**config.mk**
```make
export PLATFORM = sky130hd
export DESIGN_NAME = websocket_frame_receiver_core
export DESIGN_NICKNAME = d
export VERILOG_FILES = /design/src/rtl/wsfr_pkg.sv /design/src/rtl/wsfr_parser.sv /design/src/rtl/wsfr_out_buf.sv /design/src/rtl/websocket_frame_receiver_core.sv
export VERILOG_INCLUDE_DIRS = /design/src /design/src/rtl
export SDC_FILE = /design/constraint.sdc
export NUM_CORES = 1
export LEC_CHECK = 0
export BUFFER_PORTS_ARGS = -buffer_cell sky130_fd_sc_hd__buf_4
export CORE_ASPECT_RATIO = 0.7
export CORE_MARGIN = 5
export CORE_UTILIZATION = 45
export DETAILED_ROUTE_END_ITERATION = 6
export SYNTH_ARGS = -nofsm -noshare
export SYNTH_HDL_FRONTEND = slang
export SYNTH_SLANG_ARGS = --single-unit
```
**constraint.sdc**
```tcl
create_clock -name aclk -period 4.7 [get_ports aclk]
set_input_delay 1.175 -clock aclk [delete_from_list [all_inputs] [get_ports aclk]]
set_output_delay 1.175 -clock aclk [all_outputs]
set_load 0.02 [all_outputs]
```
**src/rtl/websocket_frame_receiver_core_defines.svh**
```systemverilog
// Assertion macros shared by the frame receiver modules.
// Each macro expects the signals aclk and aresetn to be visible in the calling module.
`ifndef WEBSOCKET_FRAME_RECEIVER_CORE_DEFINES_SVH
`define WEBSOCKET_FRAME_RECEIVER_CORE_DEFINES_SVH

`ifndef SYNTHESIS

// Property checked at every clock edge outside reset.
`define WSFR_ASSERT(label, prop) \
    label: assert property (@(posedge aclk) disable iff (!aresetn) (prop)) \
        else $error("wsfr assertion failed");

// Antecedent in one cycle implies the consequent in the next cycle.
`define WSFR_ASSERT_NEXT(label, ante, cons) \
    label: assert property (@(posedge aclk) disable iff (!aresetn) (ante) |=> (cons)) \
        else $error("wsfr assertion failed");

`else

`define WSFR_ASSERT(label, prop)
`define WSFR_ASSERT_NEXT(label, ante, cons)

`endif

`endif

```
**src/rtl/wsfr_pkg.sv**
```systemverilog
package wsfr_pkg;

    // Width of the held payload length; longer extended lengths saturate.
    localparam int LENGTH_BITS = 64;

    // Width of the extended length field as it arrives on the wire.
    localparam int EXT_LEN_W = 64;

    // Largest payload length that can be held.
    localparam logic [EXT_LEN_W-1:0] LEN_MAX_MASK =
        {EXT_LEN_W{1'b1}} >> (EXT_LEN_W - LENGTH_BITS);

    // Seven-bit length codes that announce an extended length.
    localparam logic [6:0] LEN_CODE_EXT16 = 7'd126;
    localparam logic [6:0] LEN_CODE_EXT64 = 7'd127;

    // Byte counts that close the extended length and mask key fields.
    localparam logic [2:0] EXT16_DONE_COUNT = 3'd2;
    localparam logic [2:0] EXT64_DONE_COUNT = 3'd0;
    localparam logic [1:0] KEY_LAST_BYTE    = 2'd3;

    typedef enum logic [2:0] {
        PH_HDR0,
        PH_HDR1,
        PH_EXT16,
        PH_EXT64,
        PH_MASK,
        PH_DATA
    } wsfr_phase_t;

    typedef struct packed {
        logic [7:0] data_byte;
        logic [3:0] frame_opcode;
        logic       final_fragment;
        logic [2:0] reserved_bits;
        logic       was_masked;
        logic       empty_frame;
        logic       last_of_frame;
    } wsfr_result_t;

endpackage

```
**src/rtl/wsfr_parser.sv**
```systemverilog
`include "websocket_frame_receiver_core_defines.svh"

module wsfr_parser import wsfr_pkg::*; (
    input  logic         aclk,
    input  logic         aresetn,
    input  logic         in_fire,
    input  logic [7:0]   in_byte,
    output logic         res_valid,
    output wsfr_result_t res
);

    wsfr_phase_t            phase_reg, phase_next;
    logic [2:0]             count_reg, count_next;
    logic [3:0]             opcode_reg, opcode_next;
    logic                   fin_reg, fin_next;
    logic [2:0]             rsv_reg, rsv_next;
    logic                   masked_reg, masked_next;
    logic [EXT_LEN_W-1:0]   acc_reg, acc_next;
    logic [LENGTH_BITS-1:0] remain_reg, remain_next;
    logic [1:0]             offset_reg, offset_next;
    logic [3:0][7:0]        key_reg, key_next;

    logic                   hdr_done;
    logic [LENGTH_BITS-1:0] hdr_len;
    logic                   start_go;
    logic [LENGTH_BITS-1:0] start_len;
    logic                   emit_valid;
    logic                   emit_empty;
    logic                   emit_last;
    logic [7:0]             emit_data;
    logic [6:0]             len_code;

    assign len_code = in_byte[6:0];

    // Next-state logic: one header, length, key or payload byte per transaction.
    always_comb begin
        phase_next  = phase_reg;
        count_next  = count_reg;
        opcode_next = opcode_reg;
        fin_next    = fin_reg;
        rsv_next    = rsv_reg;
        masked_next = masked_reg;
        acc_next    = acc_reg;
        remain_next = remain_reg;
        offset_next = offset_reg;
        key_next    = key_reg;
        hdr_done    = 1'b0;
        hdr_len     = '0;
        start_go    = 1'b0;
        start_len   = remain_reg;
        emit_valid  = 1'b0;
        emit_empty  = 1'b0;
        emit_last   = 1'b0;
        emit_data   = '0;

        if (in_fire) begin
            case (phase_reg)
                PH_HDR0: begin
                    opcode_next = in_byte[3:0];
                    fin_next    = in_byte[7];
                    rsv_next    = in_byte[6:4];
                    masked_next = 1'b0;
                    phase_next  = PH_HDR1;
                end
                PH_HDR1: begin
                    masked_next = in_byte[7];
                    key_next    = '0;
                    count_next  = '0;
                    acc_next    = '0;
                    if (len_code == LEN_CODE_EXT16) begin
                        phase_next = PH_EXT16;
                    end else if (len_code == LEN_CODE_EXT64) begin
                        phase_next = PH_EXT64;
                    end else begin
                        hdr_done = 1'b1;
                        hdr_len  = LENGTH_BITS'(len_code);
                    end
                end
                PH_EXT16, PH_EXT64: begin
                    acc_next   = {acc_reg[EXT_LEN_W-9:0], in_byte};
                    count_next = count_reg + 3'd1;
                    if ((phase_reg == PH_EXT16 && count_next == EXT16_DONE_COUNT) ||
                        (phase_reg == PH_EXT64 && count_next == EXT64_DONE_COUNT)) begin
                        hdr_done = 1'b1;
                        // Lengths beyond the held width saturate.
                        if (|(acc_next & ~LEN_MAX_MASK)) begin
                            hdr_len = LEN_MAX_MASK[LENGTH_BITS-1:0];
                        end else begin
                            hdr_len = acc_next[LENGTH_BITS-1:0];
                        end
                    end
                end
                PH_MASK: begin
                    key_next[count_reg[1:0]] = in_byte;
                    if (count_reg[1:0] == KEY_LAST_BYTE) begin
                        count_next = '0;
                        start_go   = 1'b1;
                        start_len  = remain_reg;
                    end else begin
                        count_next = count_reg + 3'd1;
                    end
                end
                PH_DATA: begin
                    offset_next = offset_reg + 2'd1;
                    remain_next = remain_reg - LENGTH_BITS'(1);
                    emit_valid  = 1'b1;
                    emit_data   = in_byte ^ key_reg[offset_reg];
                    emit_last   = (remain_reg == LENGTH_BITS'(1));
                    if (emit_last) begin
                        phase_next = PH_HDR0;
                    end
                end
                default: begin
                    phase_next = PH_HDR0;
                end
            endcase

            // Header complete: collect the mask key or go straight to the payload.
            if (hdr_done) begin
                count_next  = '0;
                remain_next = hdr_len;
                if (masked_next) begin
                    phase_next = PH_MASK;
                end else begin
                    start_go  = 1'b1;
                    start_len = hdr_len;
                end
            end

            // Payload start: a zero-length frame closes at once with one empty result.
            if (start_go) begin
                offset_next = '0;
                remain_next = start_len;
                if (start_len == '0) begin
                    phase_next = PH_HDR0;
                    emit_valid = 1'b1;
                    emit_empty = 1'b1;
                    emit_last  = 1'b1;
                end else begin
                    phase_next = PH_DATA;
                end
            end
        end
    end

    // Result assembly from the header fields as they stand after this byte.
    always_comb begin
        res_valid          = emit_valid;
        res.data_byte      = emit_data;
        res.frame_opcode   = opcode_next;
        res.final_fragment = fin_next;
        res.reserved_bits  = rsv_next;
        res.was_masked     = masked_next;
        res.empty_frame    = emit_empty;
        res.last_of_frame  = emit_last;
    end

    // Parser state registers.
    always_ff @(posedge aclk) begin
        if (!aresetn) begin
            phase_reg  <= PH_HDR0;
            count_reg  <= '0;
            opcode_reg <= '0;
            fin_reg    <= 1'b0;
            rsv_reg    <= '0;
            masked_reg <= 1'b0;
            acc_reg    <= '0;
            remain_reg <= '0;
            offset_reg <= '0;
            key_reg    <= '0;
        end else begin
            phase_reg  <= phase_next;
            count_reg  <= count_next;
            opcode_reg <= opcode_next;
            fin_reg    <= fin_next;
            rsv_reg    <= rsv_next;
            masked_reg <= masked_next;
            acc_reg    <= acc_next;
            remain_reg <= remain_next;
            offset_reg <= offset_next;
            key_reg    <= key_next;
        end
    end

    // The first header byte never produces a result.
    `WSFR_ASSERT(a_no_result_on_hdr0, !(in_fire && phase_reg == PH_HDR0) || !res_valid)
    // An empty frame result always closes its frame.
    `WSFR_ASSERT(a_empty_is_last, !(res_valid && res.empty_frame) || res.last_of_frame)
    // In the payload phase there is always at least one byte left to take.
    `WSFR_ASSERT(a_data_has_bytes, phase_reg != PH_DATA || remain_reg != '0)
    // Taking the closing payload byte returns the parser to the first header byte.
    `WSFR_ASSERT_NEXT(a_last_to_hdr0, res_valid && res.last_of_frame, phase_reg == PH_HDR0)

endmodule

```
**src/rtl/wsfr_out_buf.sv**
```systemverilog
`include "websocket_frame_receiver_core_defines.svh"

module wsfr_out_buf import wsfr_pkg::*; (
    input  logic         aclk,
    input  logic         aresetn,
    input  logic         in_valid,
    input  wsfr_result_t in_res,
    output logic         space_ok,
    output logic         m_valid,
    input  logic         m_ready,
    output wsfr_result_t m_res
);

    logic         out_valid_reg;
    wsfr_result_t out_res_reg;
    logic         skid_valid_reg;
    wsfr_result_t skid_res_reg;

    // A new transaction is taken while the skid stage is free.
    assign space_ok = !skid_valid_reg;
    assign m_valid  = out_valid_reg;
    assign m_res    = out_res_reg;

    // Output register with a one-entry skid stage behind it.
    always_ff @(posedge aclk) begin
        if (!aresetn) begin
            out_valid_reg  <= 1'b0;
            skid_valid_reg <= 1'b0;
        end else if (m_ready || !out_valid_reg) begin
            if (skid_valid_reg) begin
                out_valid_reg  <= 1'b1;
                skid_valid_reg <= 1'b0;
            end else begin
                out_valid_reg <= in_valid;
            end
        end else if (in_valid) begin
            skid_valid_reg <= 1'b1;
        end
    end

    // Payload registers.
    always_ff @(posedge aclk) begin
        if (m_ready || !out_valid_reg) begin
            if (skid_valid_reg) begin
                out_res_reg <= skid_res_reg;
            end else if (in_valid) begin
                out_res_reg <= in_res;
            end
        end else if (in_valid) begin
            skid_res_reg <= in_res;
        end
    end

    // The skid stage only fills behind a waiting result.
    `WSFR_ASSERT(a_skid_behind_out, !skid_valid_reg || out_valid_reg)
    // A drained output reloads from the skid stage and frees it.
    `WSFR_ASSERT_NEXT(a_skid_drains, skid_valid_reg && m_ready,
        out_valid_reg && !skid_valid_reg)
    // A result into an empty output register shows up there next cycle.
    `WSFR_ASSERT_NEXT(a_fill_empty, in_valid && !out_valid_reg,
        out_valid_reg && !skid_valid_reg)

endmodule

```
**src/rtl/websocket_frame_receiver_core.sv**
```systemverilog
// WebSocket frame receiver: takes the received stream one byte per transaction and
// deframes base-framing headers (FIN, RSV1-3, opcode, mask flag, 7/16/64-bit length,
// optional 4-byte mask key). Every payload byte comes out unmasked with the frame's
// header fields, the last one flagged; a zero-length frame yields a single result flagged
// empty on its last header byte, and header bytes yield nothing. Throughput is one byte
// per clock while the skid stage is free: the parser updates its phase and applies the
// key combinationally, and an output register with a one-entry skid stage lets input
// continue while a result waits. Each result is registered. Extended lengths beyond the
// held length width saturate; opcodes and RSV bits pass through unchecked.
module websocket_frame_receiver_core import wsfr_pkg::*; (
    input  logic       aclk,
    input  logic       aresetn,
    input  logic       s_valid,
    output logic       s_ready,
    input  logic [7:0] s_in_byte,
    output logic       m_valid,
    input  logic       m_ready,
    output logic [7:0] m_data_byte,
    output logic [3:0] m_frame_opcode,
    output logic       m_final_fragment,
    output logic [2:0] m_reserved_bits,
    output logic       m_was_masked,
    output logic       m_empty_frame,
    output logic       m_last_of_frame
);

    logic         in_fire;
    logic         res_valid;
    wsfr_result_t res;
    wsfr_result_t m_res;

    assign in_fire = s_valid && s_ready;

    // Frame parser.
    wsfr_parser u_parser (
        .aclk      (aclk),
        .aresetn   (aresetn),
        .in_fire   (in_fire),
        .in_byte   (s_in_byte),
        .res_valid (res_valid),
        .res       (res)
    );

    // Result register and skid stage.
    wsfr_out_buf u_out_buf (
        .aclk     (aclk),
        .aresetn  (aresetn),
        .in_valid (res_valid),
        .in_res   (res),
        .space_ok (s_ready),
        .m_valid  (m_valid),
        .m_ready  (m_ready),
        .m_res    (m_res)
    );

    assign m_data_byte      = m_res.data_byte;
    assign m_frame_opcode   = m_res.frame_opcode;
    assign m_final_fragment = m_res.final_fragment;
    assign m_reserved_bits  = m_res.reserved_bits;
    assign m_was_masked     = m_res.was_masked;
    assign m_empty_frame    = m_res.empty_frame;
    assign m_last_of_frame  = m_res.last_of_frame;

endmodule

```
After elaboration in Yosys (flattened, before gate mapping)

Index checks and enable logic that the tools add are counted.
Widths: inputs -> output; s select.

Input bits: 12
Memories kept: 0
Bits in latches: 0
Bits in read-only memories: 0
Logic and storage cells: 140
Bits in registers: 209
Bits in writable memories: 0
Output and inout port bits: 21

Eq/ne operators: 10
Multiply operators: 0
Muxes and demuxes: 65
Order comparisons: 3
Bitwise operators: 3
Reduce and logical (&&, ||, !) cells: 27
Divide/modulo/power cells: 0
Shifts and indexed selects: 0
Add/subtract/negate cells: 3

Operator list:

| kind                  | number |
|---|---|
| $mux 64               | 8 |
| $pmux 64 s2           | 1 |
| $pmux 56 s2           | 1 |
| $eq 64x1->1 const B   | 1 |
| $logic_not 64->1      | 1 |
| $pmux 32 s2           | 1 |
| $sub 64x1->64 const B | 1 |
| $mux 19               | 2 |
| $mux 3                | 11 |
| $bwmux 32             | 1 |
| $mux 8                | 4 |
| $mux 1                | 25 |
| $bmux 8 s2            | 1 |
| $demux 8 s2           | 1 |
| $eq 7x7->1 const B    | 2 |
| $reduce_and 2->1      | 7 |
| $pmux 3 s4            | 1 |
| $eq 3x2->1 const B    | 3 |
| $pmux 3 s3            | 1 |
| $mux 4                | 2 |
| $reduce_bool 2->1     | 4 |
| $xor 8x8->8           | 1 |
| $mux 7                | 1 |
| $eq 3x3->1 const B    | 2 |
| other kinds (17)      | 28 |

Depth between registers and ports, before layout

Word-level depth: 15
Mapped depth: 12
Gate-level depth less buffers: 9

By module

A second synthesis with hierarchy kept.

Cells, all modules: 1291
Area total of the unflattened synthesis: 11219.5 sq um

Modules (own cells, without submodules):

| module                        | cells each | sequential area each (sq um) | area each (sq um) | times used |
|---|---|---|---|---|
| wsfr_parser                   | 1222       | 3383.2                       | 9686.8            | 1 |
| wsfr_out_buf                  | 68         | 1181.1                       | 1526.5            | 1 |
| websocket_frame_receiver_core | 1          | 0.0                          | 6.3               | 1 |

Worst setup path after synthesis

No wires, ideal clock.

Path kind: input to register
Start: in s_in_byte[3]
End: reg u_out_buf.out_res_reg, in the netlist u_out_buf.m_res[0], enable pin
Buffers on the path: 1
Slack: 677 ps
Required time: 4299 ps
Stages: 8
Arrival: 3622 ps
Setup time: 401 ps
Path through: clkbuf_1 nand4_1 o21a_1 o21ai_0 mux2i_1 a211oi_1 o21ai_0 a21oi_1

Longest elaborated chain between the ends: 13
Elaborated cells between the ends (all ways): 21
Those cells by class: eq/ne (2); mux (16); reduce/logical (3)

RTL lines:

| what                                      | RTL line                              | RTL |
|---|---|---|
| start: declaration                        | websocket_frame_receiver_core.sv:15   | `input logic [7:0] s_in_byte,` |
| $eq 7x7->1                                | wsfr_parser.sv:72                     | `end else if (len_code == LEN_CODE_EXT64) begin` |
| $mux 7 or $mux 1 (tied branches)          | wsfr_parser.sv:72                     |  |
| $mux 64 or $mux 1 (tied branches)         | wsfr_parser.sv:70                     | `if (len_code == LEN_CODE_EXT16) begin` |
| $pmux 64 s2 or $pmux 1 s2 (tied branches) | wsfr_parser.sv:57                     | `case (phase_reg)` |
| $mux 64 or $mux 1 (tied branches)         | wsfr_parser.sv:122, wsfr_parser.sv:56 |  |
| $mux 64                                   | wsfr_parser.sv:119                    | `if (hdr_done) begin` |
| $mux 64                                   | wsfr_parser.sv:56                     | `if (in_fire) begin` |
| $logic_not 64->1                          | wsfr_parser.sv:134                    | `if (start_len == '0) begin` |
| $mux 1                                    | wsfr_parser.sv:134                    |  |
| $mux 1 *                                  | wsfr_parser.sv:131                    | `if (start_go) begin` |
| $mux 1 *                                  | wsfr_parser.sv:56                     |  |
| $reduce_bool 2->1 (no line) *             | n/a                                   |  |
| $reduce_and 2->1 (no line) *              | n/a                                   |  |
| end signal: assignment                    | wsfr_out_buf.sv:45                    | `out_res_reg <= skid_res_reg;` |
| end signal: assignment                    | wsfr_out_buf.sv:47                    | `out_res_reg <= in_res;` |
| end: declaration                          | wsfr_out_buf.sv:15                    | `wsfr_result_t out_res_reg;` |

Mark *: on every way between the ends. The rest lies on a longest branch, timed or not. The select of a mux whose other input is x is not followed.
A chain may end at the register's enable or synchronous reset.

Worst setup path after layout

Start: reg u_parser.acc_reg[6]
End: reg u_out_buf.skid_res_reg[4] (netlist bit), enable pin

Longest elaborated chain between the ends: 10

RTL lines:

| what                       | RTL line           | RTL |
|---|---|---|
| start: declaration         | wsfr_parser.sv:18  | `logic [EXT_LEN_W-1:0] acc_reg, acc_next;` |
| start signal: assignment   | wsfr_parser.sv:178 | `acc_reg <= acc_next;` |
| $mux 64                    | wsfr_parser.sv:82  | `if ((phase_reg == PH_EXT16 && count_next == EXT16_DONE_COUNT) \|\|` |
| $pmux 64 s2                | wsfr_parser.sv:57  |  |
| $mux 64                    | wsfr_parser.sv:122 | `if (masked_next) begin` |
| $mux 64                    | wsfr_parser.sv:119 |  |
| $mux 64                    | wsfr_parser.sv:56  |  |
| $logic_not 64->1           | wsfr_parser.sv:134 |  |
| $mux 1                     | wsfr_parser.sv:134 |  |
| $mux 1                     | wsfr_parser.sv:131 |  |
| $mux 1                     | wsfr_parser.sv:56  |  |
| $reduce_and 2->1 (no line) | n/a                |  |
| end signal: assignment     | wsfr_out_buf.sv:50 | `skid_res_reg <= in_res;` |
| end: declaration           | wsfr_out_buf.sv:17 | `wsfr_result_t skid_res_reg;` |

No other way between the ends. The select of a mux whose other input is x is not followed.

==> impl_metrics.env <==
export IMPL_synth_async_reset_ratio_pct=0
export IMPL_synth_top_cell_area_share_pct=30.9
export IMPL_skew_ns=0.0185
export IMPL_crit_path_max_fanout=19
export IMPL_totalNegativeSetupSlack_ns=0
export IMPL_fin_util_pct=50.6
export IMPL_crit_required_ns=4.85
export IMPL_r2r_start="u_parser.acc_reg[6]"
export IMPL_timing_critical_path_slowest_cell_delay_ns=0.76
export IMPL_drive_gt1_share_pct=11.5
export IMPL_fillers=2327
export IMPL_clk_pin_slew_ns=0.06
export IMPL_crit_path_start_kind="register"
export IMPL_worst_pin_slew_ns=1.04
export IMPL_wire_per_inst_um=23.4
export IMPL_die_w_um=198
export IMPL_synth_area_leaders="dfxtp_1 (31%), edfxtp_1 (10%), a22oi_1 (6.5%)"
export IMPL_ys_ff_latch=209
export IMPL_port_buffer_count=32
export IMPL_min_path_cells=2
export IMPL_ant_nets=0
export IMPL_ys_types=75
export IMPL_fin_crit_sh_pct=81.0
export IMPL_largest_register_ffs=64
export IMPL_min_delay_start="u_parser.key_reg[2]"
export IMPL_grt_pass1_wl_um=61000
export IMPL_io_pins=33
export IMPL_fin_crit_ns=3.81
export IMPL_synthFlopType="dfxtp_1"
export IMPL_route_vias_total=10900
export IMPL_arrival_ns=3.95
export IMPL_end_kind="register"
export IMPL_start_util_pct=45.3
export IMPL_layout_setup_ws_ns=0.894
export IMPL_core_mm2=0.0244
export IMPL_whs_ns=0.494
export IMPL_cp_top_family="simple AND/OR/NAND/NOR gates"
export IMPL_grt_usage_pct=27.4
export IMPL_clock_sinks=209
export IMPL_place_hpwl_um=25600
export IMPL_worstRegToRegCells=6
export IMPL_die_height_um=141
export IMPL_leakagePower_nw=4.59
export IMPL_peakVddDrop_mv=0.285
export IMPL_cap_violations=0
export IMPL_netlist_area_mm2=0.0111
export IMPL_multi_input_area_mm2=0.00609
export IMPL_fmax_ghz=0.263
export IMPL_clk_path_buf_depth=3
export IMPL_max_slew_margin_pct=30.4
export IMPL_insertedDiodeCount=0
export IMPL_cts_hold_buffers_added=0
export IMPL_grt_pass1_vias=10100
export IMPL_cts_setup_buffers=0
export IMPL_synth_cells=1348
export IMPL_layout_nets=1346
export IMPL_routed_wl_um=39100
export IMPL_critPathSlowestCell="o21a_1"
export IMPL_regArea_mm2=0.00456
export IMPL_hold_end="u_parser.key_reg[2]"
export IMPL_viasPerCell=6.55
export IMPL_yosysWarnings=0
export IMPL_critical_path_class="register to register"
export IMPL_htree_levels=1
export IMPL_cts_resized=0
export IMPL_avgSynthCellArea_um2=8.22
export IMPL_die_area_mm2=0.0279
export IMPL_rrSetupSlack_ns=0.89
export IMPL_final_max_slew_viol_count=0
export IMPL_r2r_end="u_out_buf.skid_res_reg[4]"
export IMPL_path_common_cell="nor4_1"
export IMPL_seq_area_frac_synth_pct=41.2
export IMPL_drtIter0Drc=1318
export IMPL_cts_tree="yes"
export IMPL_area_growth_syn_to_layout_pct=11.6
export IMPL_grt_max_degree=72
export IMPL_grt_ovfl_total=0
export IMPL_path_buf_inv=0
export IMPL_insertion_delay_ns=0.54
export IMPL_antenna_found_initial=0
export IMPL_finalHoldViolations=0
export IMPL_synth_edf_count=38
export IMPL_drc=0
export IMPL_syn_num_nets=1369
export IMPL_rsz0062_at_grt="false"
export IMPL_yosysTopAreaCell="dfxtp_1"
export IMPL_cts_made_buffers=23
export IMPL_drt_pass1_iter_count=6
export IMPL_globalplace_congestion=0.914
export IMPL_path_cells="nor4_1 -> nand3_1 -> nor4_1 -> nor3_1 -> a2111oi_1 -> o21a_1"
export IMPL_setup_viol=0
export IMPL_hold_path_class="register to register"
export IMPL_power_density_mw_per_mm2=494
export IMPL_rows=48
export IMPL_status="complete, no violations"
export IMPL_dp_slack_ns=0.663
export IMPL_cts_root_buf="clkbuf_16"
report_power, final:
| group | switching [W] | internal (W) | leakage (nW) |
|---|---|---|---|
| Sequential | 0.000130 | 0.00191 | 1.73 |
| Clock | 0.000775 | 0.00112 | 0.380 |
| Combinational | 0.00139 | 0.000785 | 2.48 |
cell usage in the layout (no fill, tap or decap), drive strengths merged, types with 11 or more instances in the layout:
master	instances
clkinv	11
a21oi	71
o31ai	18
xor2	12
edfxtp	38
nor3	44
xnor2	15
dfxtp	171
nand2	152
nor2	190
a21o	15
clkbuf	26
o2bb2ai	14
o21ai	83
inv	15
nand3	44
nand4	17
a221oi	20
mux2	17
or3	16
and2	11
buf	65
a22oi	96
nor4	38
metrics by stage:
step	cell area [µm²]	std cells	power, W
detailed placement	11600	1625	0.00416
floorplan	11100	1348	0.00354
global placement	11600	1625	0.00414
global route	12400	1667	0.00641
CTS	12400	1667	0.00605
finish	12400	1667	0.00611
cell type report:
class	instances	share of cell area, %
well taps	325	3.29
flip-flops and latches	209	36.9
clock inverters	16	1.47
repair buffers	65	3.94
inverters	14	0.435
multi-input cells	1012	49.2
clock buffers	26	4.74
layer usage:
metal,global-route usage [%],up-vias,share of wire [%]
met5,0,-,0
met4,6.77,0,2.1
met3,8.00,62,12
met2,36.7,647,39
met1,42.9,5242,47
li1,-,4967,-
kinds of logic (layout without fill, tap and decap cells):
group,Yosys count,after routing,synth area share [%]
AO/OA/AOI/OAI,397,397,24.5
XOR/XNOR,27,27,2.13
AND/OR/NAND/NOR,552,552,23.3
buffers and inverters,127,121,4.37
multiplexers,27,27,3.53
flip-flops,209,209,41.2
adder cells (fa/ha/maj),9,9,1.02
worst register-to-register path, cell delays in order (launching register included):
cell	delay [ns]
dfxtp_1	0.43
nor4_1	0.76
nand3_1	0.32
nor4_1	0.35
nor3_1	0.13
a2111oi_1	0.67
o21a_1	0.76
how the worst max path moves through the flow:
stage	startpoint	slack, ns	end	cells past startpoint
after global placement	s_in_byte[2]	0.67	u_parser.remain_reg[52]	10
after CTS	u_parser.count_reg[0]	1.03	u_parser.remain_reg[46]	9
after global routing	u_parser.acc_reg[6]	0.73	u_out_buf.skid_res_reg[6]	6
after floorplan	s_in_byte[3]	0.68	u_out_buf.m_res[0]	8
final	u_parser.acc_reg[6]	0.89	u_out_buf.skid_res_reg[4]	6
after detailed placement	s_in_byte[3]	0.66	u_parser.remain_reg[52]	10
synth_stat cells, drive strengths merged (5+ instances only):
cell and n:
inv 14, a21oi 71, a221o 10, buf 11
mux2 17, xnor2 15, nand4 17, xor2 12
edfxtp 38, o21ai 83, and2 11, nand2 152
clkbuf 102, ha 9, nand3 44, nor2b 6
a21o 15, a22oi 96, or4 6, o2bb2ai 14
a31oi 9, nand3b 5, and3 8, dfxtp 171
or3 16, o211ai 10, nor2 190, a211oi 9
mux4 8, o311ai 7, nor3 44, a32o 5
a221oi 20, nor4 38, o31ai 18
No activity file was read; power rests on OpenSTA's default activity.
